`src/hw/rtl/stochastic_kronecker_edge_sampler_top_defines.svh`:
```
// ----------------------------------------------------------------------------
// Kronecker edge sampler assertion macros
// Concurrent check helpers, removed when ASSERT_OFF is defined
// ----------------------------------------------------------------------------
`ifndef STOCHASTIC_KRONECKER_EDGE_SAMPLER_TOP_DEFINES_SVH
`define STOCHASTIC_KRONECKER_EDGE_SAMPLER_TOP_DEFINES_SVH

`ifndef ASSERT_OFF
// same-cycle implication
`define SKE_ASSERT_IMP(label, clk, rst_n, ante, cons) \
  label: assert property (@(posedge clk) disable iff (!rst_n) (ante) |-> (cons)) \
    else $error("ske assertion failed");
// next-cycle implication
`define SKE_ASSERT_NXT(label, clk, rst_n, ante, cons) \
  label: assert property (@(posedge clk) disable iff (!rst_n) (ante) |=> (cons)) \
    else $error("ske assertion failed");
`else
`define SKE_ASSERT_IMP(label, clk, rst_n, ante, cons)
`define SKE_ASSERT_NXT(label, clk, rst_n, ante, cons)
`endif

`endif

```
`src/hw/rtl/ske_pkg.sv`:
```
`timescale 1ns / 1ps
// ----------------------------------------------------------------------------
// Kronecker edge sampler package
// Sizes, register indexes and controller/datapath interface types
// ----------------------------------------------------------------------------
package ske_pkg;

  // geometry
  localparam int MAX_SIDE   = 4;
  localparam int COORD_BITS = 8;
  localparam int PROB_BITS  = 16;

  localparam int MAX_CELLS = MAX_SIDE * MAX_SIDE;
  localparam int CELL_W    = $clog2(MAX_CELLS);
  localparam int SIDE_W    = $clog2(MAX_SIDE);
  localparam int ROWS      = 1 << COORD_BITS;
  localparam int SLOT_W    = 16;
  localparam int SLOTS     = 4;

  // register field widths
  localparam int SIDE_CFG_W = 3;
  localparam int LEVEL_W    = 4;
  localparam int NODE_W     = 9;
  localparam int COUNT_W    = 17;
  localparam int CFG_DATA_W = 64;
  localparam int CFG_IDX_W  = 3;
  localparam int DRAW_W     = 16;
  localparam int OUT_COORD_W = 8;

  // register indexes
  localparam logic [CFG_IDX_W-1:0] REG_SIDE       = 3'd0;
  localparam logic [CFG_IDX_W-1:0] REG_LEVELS     = 3'd1;
  localparam logic [CFG_IDX_W-1:0] REG_NODE_COUNT = 3'd2;
  localparam logic [CFG_IDX_W-1:0] REG_EDGE_TGT   = 3'd3;
  localparam logic [CFG_IDX_W-1:0] REG_THR_A      = 3'd4;
  localparam logic [CFG_IDX_W-1:0] REG_THR_B      = 3'd5;
  localparam logic [CFG_IDX_W-1:0] REG_THR_C      = 3'd6;
  localparam logic [CFG_IDX_W-1:0] REG_THR_D      = 3'd7;

  // input command codes
  localparam logic CMD_DRAW    = 1'b0;
  localparam logic CMD_RESTART = 1'b1;

  // controller to datapath
  typedef struct packed {
    logic restart;  // clear counters and rewind the clear pointer
    logic step;     // take one digit from the draw
    logic ignore;   // draw dropped after finishing
    logic clr_row;  // zero one bitmap row
    logic check;    // bitmap read-modify-write and result
  } ske_cmd_t;

  // datapath to controller
  typedef struct packed {
    logic skip;        // target reached, draws are dropped
    logic last_level;  // this draw completes an edge
    logic clr_last;    // clear pointer on last row
  } ske_stat_t;

endpackage

```
`src/hw/rtl/ske_ctrl.sv`:
```
`timescale 1ns / 1ps
// ----------------------------------------------------------------------------
// Kronecker edge sampler controller
// Sequences bitmap clearing, digit steps and the bitmap update
// ----------------------------------------------------------------------------
module ske_ctrl
  import ske_pkg::*;
(
  input  logic      clk,
  input  logic      rst_n,
  input  logic      start,
  input  logic      in_cmd,
  input  ske_stat_t stat,
  output ske_cmd_t  cmd,
  output logic      busy
);

  localparam logic [1:0] ST_CLEAR = 2'd0;
  localparam logic [1:0] ST_IDLE  = 2'd1;
  localparam logic [1:0] ST_CHECK = 2'd2;

  logic [1:0] state_r, state_nxt;
  logic       accept;
  logic       draw_acc;

  // request handshake
  assign accept   = start && (state_r == ST_IDLE);
  assign draw_acc = accept && (in_cmd == CMD_DRAW);
  assign busy     = (state_r != ST_IDLE);

  // command decode
  always_comb begin
    cmd.restart = accept && (in_cmd == CMD_RESTART);
    cmd.step    = draw_acc && !stat.skip;
    cmd.ignore  = draw_acc && stat.skip;
    cmd.clr_row = (state_r == ST_CLEAR);
    cmd.check   = (state_r == ST_CHECK);
  end

  // next state
  always_comb begin
    state_nxt = state_r;
    unique case (state_r)
      ST_CLEAR: begin
        if (stat.clr_last) state_nxt = ST_IDLE;
      end
      ST_IDLE: begin
        if (cmd.restart) state_nxt = ST_CLEAR;
        else if (cmd.step && stat.last_level) state_nxt = ST_CHECK;
      end
      ST_CHECK: begin
        state_nxt = ST_IDLE;
      end
      default: begin
        state_nxt = ST_CLEAR;
      end
    endcase
  end

  always_ff @(posedge clk) begin
    if (!rst_n) begin
      state_r <= ST_CLEAR;
    end else begin
      state_r <= state_nxt;
    end
  end

endmodule

```
`config.mk`:
```
export PLATFORM = sky130hd
export DESIGN_NAME = ske_ctrl
export DESIGN_NICKNAME = d
export VERILOG_FILES = /design/src/hw/rtl/stochastic_kronecker_edge_sampler_top_defines.svh /design/src/hw/rtl/ske_pkg.sv /design/src/hw/rtl/ske_ctrl.sv
export SDC_FILE = /design/constraint.sdc
export NUM_CORES = 1
export LEC_CHECK = 0
export BUFFER_PORTS_ARGS = -buffer_cell sky130_fd_sc_hd__buf_2
export CORE_AREA = 2 2 39 41
export DETAILED_ROUTE_END_ITERATION = 6
export DIE_AREA = 0 0 41 43
export SLEW_MARGIN = 20
export SYNTH_ARGS = -nofsm -noshare
export SYNTH_HDL_FRONTEND = slang
export SYNTH_SLANG_ARGS = --single-unit
```
`constraint.sdc`:
```
create_clock -name clk -period 1.3 [get_ports clk]
set_input_delay 0.39 -clock clk [delete_from_list [all_inputs] [get_ports clk]]
set_output_delay 0.39 -clock clk [all_outputs]
set_load 0.02 [all_outputs]
```
==> metrics.csv <==
metric,value,unit
status,"complete, but fails checks",
failing checks,negative setup slack,
design area,349,um2
H-Tree Depth,1,
DRC,0,
Pwr Density,874,nW/um2
port bufs,12,
list of most frequent post-synthesis cells,"and2_2 (2), dfxtp_1 (2), nand2_1 (2)",
Leakage,0.178,nW
Final Non-Filler Cells,53,
Antenna diodes,0,
nature of the critical path startpoint,flip-flop,
clk_skew,1.76,ps
worst-skew pair later-pin latency,240,ps
CTS Hold Buffers Added,0,
Placed Area,258,um2
Die Ht,43,um
antenna violations before repair,0,
number of CTS-inserted buffers,3,
Ys Warns,0,
area grow syn2layout,151,%
Largest regs,state_r x2,
remaining antenna violation count,0,
number of flip-flops in the largest register,2,
sequential standard cell area,42.5,um2
HP Start,rst_n,
peak supply drop,0.141,mV
GP Congestion,0.567,
"Min Clock Period, post-route",1560,ps
GRT Overall Usage,0.0791,
reg2reg path depth,5,
routed vias,196,
Post-Syn Nets,23,
Die Area,1760,um2
Starting Density,0.100,
vias in the first global route,219,
Synth async-reset ratio,0,
Crit Path Class,reg2out,
IO Pins,13,
Yosys cell types,13,
Reg2Reg Setup Slack,320,ps
initial drt markers,2,
ys flop type,dfxtp_1,
Design Power,0.305,mW
largest net degree at the start of global routing,6,
core box area,1380,um2
synthesis-stage register bit count,2,
dpl cells,48,
Worst Hold End,state_r[1],
FMAX,0.642,GHz
Rel. slew slack,0.866,
CTS Sinks,2,
Worst-Margin Slew,199,ps
reg2reg end,state_r[0],
hold path cells,2,
Clock Root Buffer,clkbuf_4,
"EDFF count, synth",0,
HPWL after DPL,334,um
CTS tree,built,
sequential share of the synthesized area,0.288,
"Reg clk slew, reported paths",30,ps
Final TNS setup,-1020,ps
vias per cell,3.70,
Mapped Cells,16,
min setup slack post-route,-257,ps
critical path data required time,910,ps
area occupied by multi-input gates,116,um2
CTS Buffer Depth,2,
critical path endpoint category,output pin,
crit-path max FO,3,
Post-Syn Area per Cell,8.68,um2
hold crit path type,in2reg,
num rows,14,
dominant cell type by area after synthesis,dfxtp_1,
"top cells by area, synth","dfxtp_1 (29%), and2_2 (11%), nor3b_2 (9.0%)",
Final Hold Vio Count,0,
Routed WL,514,um
max-slew violations,0,
period utilization,1.20,
DR WL/cell,9.70,um
RR Startpoint,state_r[0],
WP data arrival,1170,ps
MaxCap Viol Count,0,
mapped cell area,139,um2
Synth top area share,0.288,
ratio of cells with drive above 1 in the final layout,0.811,
die width,41,um
DRT Pass-1 Iters,2,
RSZ-0062 raised after global routing,true,
nets@finish,46,
dpl ws,-152,ps
gr ovfl total,0,
first-pass GRT wire length,841,um
# setup viols final,5,
register bank with the most flops,state_r,
Layout fillers,155,
## per-stage QoR
stage	hold WS [ps]	util
after floorplan	494	-
after global placement	587	0.186
after detailed placement	598	0.186
after CTS	392	0.235
after global routing	408	0.252
final	399	0.252
## repair_timing
action                     CTS  global route
setup endpoints to repair    5             5
pin swaps                    4             3
resized for setup           11             5
buffers inserted             1             1
## where the power goes
| part | internal (mW) | switching, mW |
|---|---|---|
| Sequential | 0.0657 | 0.00347 |
| Clock | 0.103 | 0.0486 |
| Combinational | 0.0472 | 0.0372 |
| Total | 0.216 | 0.0893 |
## layer usage
metal | routed length [um] | GRT usage | vias up
li1 | - | - | 100
met1 | 141 | 0.0605 | 87
met2 | 326 | 0.131 | 7
met3 | 28 | 0.0157 | 2
met4 | 18 | 0.100 | 0
met5 | 0 | 0 | -
## cell usage in the layout (no fill, tap or decap), drive strengths merged
master / synthesis / routed
nor3: 1 / 1
nand2: 2 / 2
and2: 2 / 2
nor3b: 1 / 1
nor2: 1 / 1
a21o: 1 / 1
and2b: 1 / 1
buf: 0 / 18
and3: 1 / 1
a311oi: 1 / 1
inv: 1 / 1
clkbuf: 0 / 3
and4b: 1 / 1
nand2b: 1 / 1
dfxtp: 2 / 2
## cells by family (layout without fill, tap and decap cells)
family	after synthesis	after routing	share of synthesized area
and+or+nand+nor	11	11	0.568
buffers and inverters	1	22	0.0270
DFF	2	2	0.288
AOI/OAI and AO/OA	2	2	0.117
## how the worst max path moves through the flow
stage                           from     end  slack (ps)  depth (start not counted)
after floorplan           state_r[1]  cmd[2]          20                          3
after global placement        in_cmd  cmd[3]        -150                          4
after detailed placement      in_cmd  cmd[2]        -150                          4
after CTS                 state_r[1]  cmd[2]        -290                          4
after global routing      state_r[1]  cmd[2]        -310                          4
final                     state_r[1]  cmd[2]        -260                          4
## cell type report
type                            instances  share of cell area
Timing Repair Buffer                   18               0.412
Tap cell                               16              0.0573
Sequential cell                         2               0.122
Inverter                                1              0.0108
Clock buffer                            3              0.0645
Multi-Input combinational cell         13               0.333
## worst max-delay path: stages (launching register included)
cell	delay [ps]
dfxtp_2	310
nand2b_4	140
nor3b_4	210
and2_4	170
buf_6	100
No activity file was read; power rests on OpenSTA's default activity.
